===== src/hdl/alarm_panel_with_code_lockout_top_assert.svh =====
// ---------------------------------------------------------------------------
// Alarm panel assertion macros
// Concurrent checks clocked on aclk; AP_ASSERT is reset-qualified; empty under SYNTH.
// ---------------------------------------------------------------------------
`ifndef ALARM_PANEL_WITH_CODE_LOCKOUT_TOP_ASSERT_SVH
`define ALARM_PANEL_WITH_CODE_LOCKOUT_TOP_ASSERT_SVH

`ifndef SYNTH
// implication check, disabled during reset
`define AP_ASSERT(lbl, prop) \
    lbl: assert property (@(posedge aclk) disable iff (!aresetn) prop) \
        else $error("alarm panel check failed");
// invariant check, also sampled during reset
`define AP_ASSERT_ALWAYS(lbl, prop) \
    lbl: assert property (@(posedge aclk) prop) \
        else $error("alarm panel invariant failed");
`else
`define AP_ASSERT(lbl, prop)
`define AP_ASSERT_ALWAYS(lbl, prop)
`endif

`endif


===== src/hdl/apcl_pkg.sv =====
// ---------------------------------------------------------------------------
// Alarm panel package
// Constants, register map and the expected-key lookup.
// ---------------------------------------------------------------------------
package apcl_pkg;

    localparam int CODE_LENGTH = 4;
    localparam int KEY_POS_W   = (CODE_LENGTH > 1) ? $clog2(CODE_LENGTH) : 1;
    localparam int PADDR_W     = 5;

    localparam logic [7:0] KEY_NONE  = 8'd0;
    localparam logic [7:0] KEY_ENTER = 8'd35;
    localparam logic [7:0] KEY_RESET = 8'd48;

    localparam logic signed [15:0] TEMP_LIMIT_RST = 16'sd800;
    localparam logic [11:0]        GAS_LIMIT_RST  = 12'd0;
    localparam logic [31:0]        CODE_KEYS_RST  = 32'h3138_3035;
    localparam logic [15:0]        BLINK_GAS_RST  = 16'd1000;
    localparam logic [15:0]        BLINK_TEMP_RST = 16'd500;
    localparam logic [15:0]        BLINK_BOTH_RST = 16'd100;
    localparam logic [9:0]         TICK_MS_RST    = 10'd10;
    localparam logic [3:0]         MAX_WRONG_RST  = 4'd5;
    localparam logic [3:0]         WRONG_SAT      = 4'd15;

    typedef enum logic [2:0] {
        REG_TEMP_LIMIT,
        REG_GAS_LIMIT,
        REG_CODE_KEYS,
        REG_BLINK_GAS,
        REG_BLINK_TEMP,
        REG_BLINK_BOTH,
        REG_TICK_MS,
        REG_MAX_WRONG
    } cfg_reg_t;

    // expected key at ring slot i; slots past the fourth expect 0
    function automatic logic [7:0] exp_key(input logic [31:0] code, input int i);
        logic [7:0] k;
        k = 8'd0;
        if (i < 4) begin
            k = code[(31 - 8 * i) -: 8];
        end
        return k;
    endfunction

endpackage


===== src/hdl/alarm_panel_with_code_lockout_top.sv =====
// An s_ beat passes the input register, then the result register, on its way to m_.
// Throughput: one beat per cycle unless m_ stalls; the tick logic between registers is one pass.
// Back-pressure on m_ stalls both stages; s_ready follows the free input slot.
// Reset (aresetn low, synchronous): registers to defaults, latches and counters clear,
// key ring to '0'. No clearing pass; the block takes beats right after reset.
// ---------------------------------------------------------------------------
// Alarm panel with code lockout, top level
// Sensor latches, blinking alarm LED, keypad code check with lockout.
// ---------------------------------------------------------------------------
`include "alarm_panel_with_code_lockout_top_assert.svh"

module alarm_panel_with_code_lockout_top (
    input  logic                         aclk,
    input  logic                         aresetn,
    // config port
    input  logic                         psel,
    input  logic                         penable,
    input  logic                         pwrite,
    input  logic [apcl_pkg::PADDR_W-1:0] paddr,
    input  logic [31:0]                  pwdata,
    output logic [31:0]                  prdata,
    output logic                         pready,
    // input tick channel
    input  logic                         s_valid,
    output logic                         s_ready,
    input  logic signed [15:0]           s_temperature,
    input  logic [11:0]                  s_gas_level,
    input  logic [7:0]                   s_key,
    // result channel
    output logic                         m_valid,
    input  logic                         m_ready,
    output logic                         m_alarm_led,
    output logic                         m_incorrect_led,
    output logic                         m_blocked_led,
    output logic                         m_alarm_active,
    output logic                         m_gas_detected,
    output logic                         m_overtemp_detected
);
    import apcl_pkg::*;

    // ---------------- configuration registers ----------------
    logic signed [15:0] temp_limit_reg;
    logic [11:0]        gas_limit_reg;
    logic [31:0]        code_keys_reg;
    logic [15:0]        blink_gas_reg;
    logic [15:0]        blink_temp_reg;
    logic [15:0]        blink_both_reg;
    logic [9:0]         tick_ms_reg;
    logic [3:0]         max_wrong_reg;

    logic     cfg_wr;
    cfg_reg_t cfg_sel;

    assign pready  = 1'b1;
    assign cfg_wr  = psel && penable && pwrite && pready;
    assign cfg_sel = cfg_reg_t'(paddr[PADDR_W-1:2]);

    always_ff @(posedge aclk) begin
        if (!aresetn) begin
            temp_limit_reg <= TEMP_LIMIT_RST;
            gas_limit_reg  <= GAS_LIMIT_RST;
            code_keys_reg  <= CODE_KEYS_RST;
            blink_gas_reg  <= BLINK_GAS_RST;
            blink_temp_reg <= BLINK_TEMP_RST;
            blink_both_reg <= BLINK_BOTH_RST;
            tick_ms_reg    <= TICK_MS_RST;
            max_wrong_reg  <= MAX_WRONG_RST;
        end else if (cfg_wr) begin
            unique case (cfg_sel)
                REG_TEMP_LIMIT: temp_limit_reg <= pwdata[15:0];
                REG_GAS_LIMIT:  gas_limit_reg  <= pwdata[11:0];
                REG_CODE_KEYS:  code_keys_reg  <= pwdata;
                REG_BLINK_GAS:  blink_gas_reg  <= pwdata[15:0];
                REG_BLINK_TEMP: blink_temp_reg <= pwdata[15:0];
                REG_BLINK_BOTH: blink_both_reg <= pwdata[15:0];
                REG_TICK_MS:    tick_ms_reg    <= pwdata[9:0];
                REG_MAX_WRONG:  max_wrong_reg  <= pwdata[3:0];
                default: ;
            endcase
        end
    end

    // read mux; temp_limit reads back sign-extended
    always_comb begin
        unique case (cfg_sel)
            REG_TEMP_LIMIT: prdata = {{16{temp_limit_reg[15]}}, temp_limit_reg};
            REG_GAS_LIMIT:  prdata = {20'd0, gas_limit_reg};
            REG_CODE_KEYS:  prdata = code_keys_reg;
            REG_BLINK_GAS:  prdata = {16'd0, blink_gas_reg};
            REG_BLINK_TEMP: prdata = {16'd0, blink_temp_reg};
            REG_BLINK_BOTH: prdata = {16'd0, blink_both_reg};
            REG_TICK_MS:    prdata = {22'd0, tick_ms_reg};
            REG_MAX_WRONG:  prdata = {28'd0, max_wrong_reg};
            default:        prdata = 32'd0;
        endcase
    end

    // ---------------- handshake / pipeline control ----------------
    // in_vld_reg: a beat sits in the input register.
    // out_free: result register empty or draining this cycle.
    // tick_fire: the tick is processed and state commits.
    logic in_vld_reg;
    logic out_vld_reg;
    logic out_free;
    logic tick_fire;

    assign out_free  = !out_vld_reg || m_ready;
    assign tick_fire = in_vld_reg && out_free;
    assign s_ready   = !in_vld_reg || out_free;
    assign m_valid   = out_vld_reg;

    logic signed [15:0] temp_reg;
    logic [11:0]        gas_reg;
    logic [7:0]         key_reg;

    always_ff @(posedge aclk) begin
        if (!aresetn) begin
            in_vld_reg <= 1'b0;
        end else if (s_ready) begin
            in_vld_reg <= s_valid;
        end
    end

    always_ff @(posedge aclk) begin
        if (s_valid && s_ready) begin
            temp_reg <= s_temperature;
            gas_reg  <= s_gas_level;
            key_reg  <= s_key;
        end
    end

    // ---------------- tick state ----------------
    logic                 alarm_on_reg,     alarm_on_next;
    logic                 gas_latch_reg,    gas_latch_next;
    logic                 heat_latch_reg,   heat_latch_next;
    logic                 wrong_flag_reg,   wrong_flag_next;
    logic                 blocked_reg,      blocked_next;
    logic [3:0]           wrong_cnt_reg,    wrong_cnt_next;
    logic [15:0]          elapsed_reg,      elapsed_next;
    logic                 led_reg,          led_next;
    logic [KEY_POS_W-1:0] key_pos_reg,      key_pos_next;
    logic [1:0]           enter_cnt_reg,    enter_cnt_next;
    logic [7:0]           keys_reg  [CODE_LENGTH];
    logic [7:0]           keys_next [CODE_LENGTH];

    // ---------------- tick logic ----------------
    logic        alarm_s;      // alarm after sensor check
    logic        gas_s;
    logic        heat_s;
    logic [16:0] elapsed_sum;
    logic [15:0] elapsed_sat;
    logic [15:0] period;
    logic        have_period;
    logic        code_ok;
    logic        is_enter;
    logic        is_code_key;

    always_comb begin
        // sensors latch the alarm; alarm off drops both latches
        alarm_s = alarm_on_reg || (temp_reg > temp_limit_reg) || (gas_reg > gas_limit_reg);
        heat_s  = alarm_s && (heat_latch_reg || (temp_reg > temp_limit_reg));
        gas_s   = alarm_s && (gas_latch_reg || (gas_reg > gas_limit_reg));

        // blink accumulator, saturating
        elapsed_sum = {1'b0, elapsed_reg} + {7'd0, tick_ms_reg};
        elapsed_sat = elapsed_sum[16] ? 16'hFFFF : elapsed_sum[15:0];

        priority if (gas_s && heat_s) begin
            period = blink_both_reg;
        end else if (gas_s) begin
            period = blink_gas_reg;
        end else begin
            period = blink_temp_reg;
        end
        have_period = gas_s || heat_s;

        elapsed_next = elapsed_sat;
        led_next     = led_reg;
        if (!alarm_s) begin
            led_next = 1'b0;
        end else if (have_period && (elapsed_sat >= period)) begin
            elapsed_next = 16'd0;
            led_next     = !led_reg;
        end

        // code compare over the ring
        code_ok = 1'b1;
        for (int i = 0; i < CODE_LENGTH; i++) begin
            if (keys_reg[i] != exp_key(code_keys_reg, i)) begin
                code_ok = 1'b0;
            end
        end

        is_enter    = (key_reg == KEY_ENTER);
        is_code_key = (key_reg != KEY_NONE) && !is_enter;

        alarm_on_next   = alarm_s;
        gas_latch_next  = gas_s;
        heat_latch_next = heat_s;
        wrong_flag_next = wrong_flag_reg;
        blocked_next    = blocked_reg;
        wrong_cnt_next  = wrong_cnt_reg;
        key_pos_next    = key_pos_reg;
        enter_cnt_next  = enter_cnt_reg;
        for (int i = 0; i < CODE_LENGTH; i++) begin
            keys_next[i] = keys_reg[i];
        end

        // keypad; lockout is checked against the count before this tick
        if (blocked_reg || (wrong_cnt_reg >= max_wrong_reg)) begin
            blocked_next = 1'b1;
        end else begin
            if (is_code_key) begin
                keys_next[key_pos_reg] = key_reg;
                key_pos_next = (key_pos_reg == KEY_POS_W'(CODE_LENGTH - 1)) ?
                               '0 : key_pos_reg + KEY_POS_W'(1);
            end
            if (is_enter) begin
                if (wrong_flag_reg) begin
                    // second enter acknowledges the wrong code
                    if (enter_cnt_reg != 2'd0) begin
                        enter_cnt_next  = 2'd0;
                        key_pos_next    = '0;
                        wrong_flag_next = 1'b0;
                    end else begin
                        enter_cnt_next = enter_cnt_reg + 2'd1;
                    end
                end else if (alarm_s) begin
                    if (code_ok) begin
                        alarm_on_next  = 1'b0;
                        wrong_cnt_next = 4'd0;
                    end else begin
                        wrong_flag_next = 1'b1;
                        if (wrong_cnt_reg != WRONG_SAT) begin
                            wrong_cnt_next = wrong_cnt_reg + 4'd1;
                        end
                    end
                end
            end
        end
    end

    always_ff @(posedge aclk) begin
        if (!aresetn) begin
            alarm_on_reg   <= 1'b0;
            gas_latch_reg  <= 1'b0;
            heat_latch_reg <= 1'b0;
            wrong_flag_reg <= 1'b0;
            blocked_reg    <= 1'b0;
            wrong_cnt_reg  <= 4'd0;
            elapsed_reg    <= 16'd0;
            led_reg        <= 1'b0;
            key_pos_reg    <= '0;
            enter_cnt_reg  <= 2'd0;
            for (int i = 0; i < CODE_LENGTH; i++) begin
                keys_reg[i] <= KEY_RESET;
            end
        end else if (tick_fire) begin
            alarm_on_reg   <= alarm_on_next;
            gas_latch_reg  <= gas_latch_next;
            heat_latch_reg <= heat_latch_next;
            wrong_flag_reg <= wrong_flag_next;
            blocked_reg    <= blocked_next;
            wrong_cnt_reg  <= wrong_cnt_next;
            elapsed_reg    <= elapsed_next;
            led_reg        <= led_next;
            key_pos_reg    <= key_pos_next;
            enter_cnt_reg  <= enter_cnt_next;
            for (int i = 0; i < CODE_LENGTH; i++) begin
                keys_reg[i] <= keys_next[i];
            end
        end
    end

    // ---------------- result register ----------------
    always_ff @(posedge aclk) begin
        if (!aresetn) begin
            out_vld_reg <= 1'b0;
        end else if (out_free) begin
            out_vld_reg <= in_vld_reg;
        end
    end

    always_ff @(posedge aclk) begin
        if (tick_fire) begin
            m_alarm_led         <= led_next;
            m_incorrect_led     <= wrong_flag_next;
            m_blocked_led       <= blocked_next;
            m_alarm_active      <= alarm_on_next;
            m_gas_detected      <= gas_latch_next;
            m_overtemp_detected <= heat_latch_next;
        end
    end

    // ---------------- checks ----------------
    // lockout never releases
    `AP_ASSERT(a_blocked_sticky, blocked_reg |=> blocked_reg)
    // enter counter only ever holds 0 or 1; the counter is unknown before the first reset edge
    `AP_ASSERT_ALWAYS(a_enter_cnt_range, !aresetn || !enter_cnt_reg[1])
    // a beat in the input register is not dropped while the result side stalls
    `AP_ASSERT(a_in_hold, (in_vld_reg && !out_free) |=> in_vld_reg)
    // a result beat committed with its tick state
    `AP_ASSERT(a_result_match, tick_fire |=> (m_valid && m_alarm_active == alarm_on_reg))

endmodule

===== config.mk =====
export PLATFORM = sky130hd
export DESIGN_NAME = alarm_panel_with_code_lockout_top
export DESIGN_NICKNAME = d
export VERILOG_FILES = /design/src/hdl/apcl_pkg.sv /design/src/hdl/alarm_panel_with_code_lockout_top.sv
export VERILOG_INCLUDE_DIRS = /design/src /design/src/hdl
export SDC_FILE = /design/constraint.sdc
export NUM_CORES = 1
export LEC_CHECK = 0
export BUFFER_PORTS_ARGS = -buffer_cell sky130_fd_sc_hd__buf_2
export CORE_MARGIN = 2
export CORE_UTILIZATION = 55
export DETAILED_ROUTE_END_ITERATION = 10
export HOLD_SLACK_MARGIN = 0.05
export PLACE_DENSITY = 0.8
export SYNTH_ARGS = -nofsm -noshare
export SYNTH_HDL_FRONTEND = slang
export SYNTH_SLANG_ARGS = --single-unit

===== constraint.sdc =====
create_clock -name aclk -period 5.2 [get_ports aclk]
set_input_delay 1.3 -clock aclk [delete_from_list [all_inputs] [get_ports aclk]]
set_output_delay 1.3 -clock aclk [all_outputs]
set_load 0.01 [all_outputs]

==> flow_summary.json <==
{
  "root_buffer": "clkbuf_16",
  "swShare": 0.241,
  "drv_slew": 0,
  "vias_per_cell": 5.93,
  "synth_edf_count": 74,
  "p_switching_w": 0.000990,
  "grtUsageTotal": 0.284,
  "io_pins": 121,
  "crit_path_start_kind": "flip-flop",
  "syn2layout_area_growth_pct": 14.5,
  "layout.nets": 1548,
  "setup_viol": 0,
  "power.internal_w": 0.00312,
  "cts.clk_slew.worst_paths_ns": 0.06,
  "dieArea_sq_um": 23000,
  "insertion_delay_ns": 0.53,
  "worst_pin_slew_ns": 1.16,
  "powerDensity_nw_per_um2": 299,
  "fp.dieH_um": 152,
  "avgSynthCellArea_sq_um": 9.20,
  "die_w_um": 152,
  "synth.distinct_cells": 67,
  "synth_fp_nets": 1448,
  "grt-ovfl-total": 0,
  "min_path_type": "flip-flop to flip-flop",
  "cts_htree_levels": 1,
  "initial_utilization": 0.554,
  "netlist.area_leader.share": 0.257,
  "grt_max_degree": 115,
  "maxCapViolCount": 0,
  "core_sq_um": 21600,
  "wl_um": 32800,
  "sequentialPowerShare": 0.468,
  "synthArstFlopShare": 0,
  "std_cell_rows": 54,
  "placed_area_sq_um": 12900,
  "design_area_sq_um": 13700,
  "fin_crit_sh": 0.964,
  "vias": 10093,
  "cts_made_buffers": 25,
  "drive_gt1_frac": 0.153,
  "placement.io_buffers": 117,
  "fin_crit_ns": 5.01,
  "worstPathRequired_ns": 5.67,
  "firstDrtPassIters": 5,
  "cts_sinks": 228,
  "grt_pass1_vias": 9401,
  "arrival_ns": 5.48,
  "first_iter_violations": 993,
  "yosysSeqAreaShare": 0.443,
  "wl_per_cell_um": 19.3,
  "outcome": "finished, final reports clean",
  "cp-end-kind": "flip-flop",
  "synth_ff_type": "dfxtp_1",
  "finClkSkew_ns": 0.0145,
  "cts_tree": "built",
  "antenna_cells": 0,
  "grt_antenna_before_repair": 1,
  "grt_pass1_wl_um": 50700,
  "synth-seq-cells": 228,
  "cp_max_fo": 10,
  "final_antenna_net_count": 0,
  "fmax_mhz": 200,
  "syn_inst": 1303,
  "syn_area_sq_um": 12000,
  "slew_headroom": 0.223,
  "hpwlAfterDp_um": 23400,
  "synth_top_cell_by_area": "dfxtp_1",
  "p_clk_frac": 0.432,
  "path_class": "flip-flop to flip-flop",
  "drcViolationCount": 0,
  "routabilityCongestion": 0.908,
  "clk_path_buf_depth": 3,
  "p_comb_frac": 0.100,
  "tns_ns": 0,
  "ir_drop_mv": 0.284,
  "ys.warnings.count": 0,
  "nFillCells": 1768,
  "synth_area_leaders": "dfxtp_1, edfxtp_1, nand2_1",
  "finalHoldViolCount": 0,
  "cellLeakagePower_nw": 5.61
}
[synthesized netlist by cell type (24+ instances only)]
cell type and count:
mux2i_1 73, a21o_1 24, a21boi_0 72, nor2_1 69, o21ai_0 27, a21oi_1 50
inv_1 49, nand3_1 43, xnor2_1 39, ha_1 64, nand2_1 261, clkbuf_1 57
nor2b_1 28, dfxtp_1 154, edfxtp_1 74
[cell usage in the layout (no fill, tap or decap), types with 5 or more instances in the layout]
master     count
nand2_1      261
dfxtp_1      154
buf_2        116
edfxtp_1      74
mux2i_1       73
a21boi_0      72
nor2_1        69
ha_1          64
inv_1         49
a21oi_1       49
nand3_1       43
xnor2_1       39
buf_4         29
nor2b_1       28
o21ai_0       27
clkbuf_16     27
a21o_1        24
a22o_1        19
nand4_1       18
nand2b_1      17
a31oi_1       11
o211ai_1      10
mux2_2        10
o221ai_1      10
or3_1          8
and3_1         7
a211oi_1       7
nor3_1         7
o22ai_1        7
clkinv_2       6
a221oi_1       5
mux4_2         5
clkbuf_1       5
clkbuf_8       5
[kinds of logic after synthesis]
logic type                 Yosys count  share of synthesized area
DFF                                228                      0.443
and+or+nand+nor                    482                      0.180
xor gates and xnor gates            41                     0.0300
muxes                               88                     0.0797
other                                1                   0.000313
AOI/OAI and AO/OA                  275                      0.159
adders and majority gates           65                     0.0685
buffers and inverters              123                     0.0397
[final timing paths]
check,from,end,slack (ns),depth (start not counted)
max reg2reg,temp_limit_reg[15]$_SDFFE_PN0P_,elapsed_reg[9]$_SDFFE_PN0P_,0.19,18
max,temp_limit_reg[15]$_SDFFE_PN0P_,elapsed_reg[9]$_SDFFE_PN0P_,0.19,18
min reg2reg,elapsed_reg[0]$_SDFFE_PN0P_,elapsed_reg[0]$_SDFFE_PN0P_,0.47,2
min,elapsed_reg[0]$_SDFFE_PN0P_,elapsed_reg[0]$_SDFFE_PN0P_,0.47,2
[final cells by class]
class | instances | area [sq um] | area share
Inverter | 51 | 191 | 0.0140
Timing Repair Buffer | 145 | 798 | 0.0582
Sequential cell | 228 | 5310 | 0.387
Tap cell | 280 | 350 | 0.0255
Multi-Input combinational cell | 952 | 6250 | 0.455
Clock buffer | 37 | 763 | 0.0556
Clock inverter | 8 | 66.3 | 0.00483
[through the flow]
stage / power, W / instances / util / hold WS, ns / setup WS (ns)
after global routing: 0.00423 / 1701 / 0.635 / 0.495 / -0.0234
after floorplan: 0.00220 / 1303 / - / 0.429 / 0.822
after detailed placement: 0.00236 / 1656 / 0.595 / 0.453 / 0.0841
final: 0.00411 / 1701 / 0.635 / 0.467 / 0.189
after CTS: 0.00411 / 1701 / 0.634 / 0.467 / 0.0445
after global placement: 0.00235 / 1656 / 0.595 / 0.441 / 0.200
[metal layers]
metal	vias to the layer above	GRT usage	wire [um]
li1	4789	-	-
met1	4780	0.397	13800
met2	446	0.437	14700
met3	76	0.0581	3160
met4	2	0.104	1150
met5	-	0	9
[power by group through the flow]
stage	Clock [W]	Combinational, W	Sequential [W]
5_1_grt	0.00185	0.000445	0.00193
2_1_floorplan	0	0.000253	0.00195
3_5_place_dp	0	0.000400	0.00196
3_3_place_gp	0	0.000387	0.00196
4_1_cts	0.00179	0.000403	0.00192
6_report	0.00177	0.000412	0.00192
[what timing repair did]
| action | 4_1_cts | 5_1_grt |
|---|---|---|
| hold buffers | 0 | 0 |
| gates resized for setup | 0 | 7 |
| buffers inserted | 0 | 0 |
| endpoints found under the setup margin | 0 | 18 |
[critical path, stage by stage, from the launching register on]
cell,delay (ns)
dfxtp_1,0.35
inv_1,0.07
ha_1,0.33
nand4_1,0.15
or4_1,0.58
o21ai_1,0.16
o21ai_1,0.19
and2_4,0.23
or3_1,0.47
o221ai_1,0.36
ha_1,0.31
a21o_1,0.18
a2111oi_0,0.46
nor3_1,0.08
a221o_1,0.36
o31a_2,0.20
nor2_2,0.13
buf_4,0.18
a22o_1,0.16
Power figures use the tool's default switching activity.
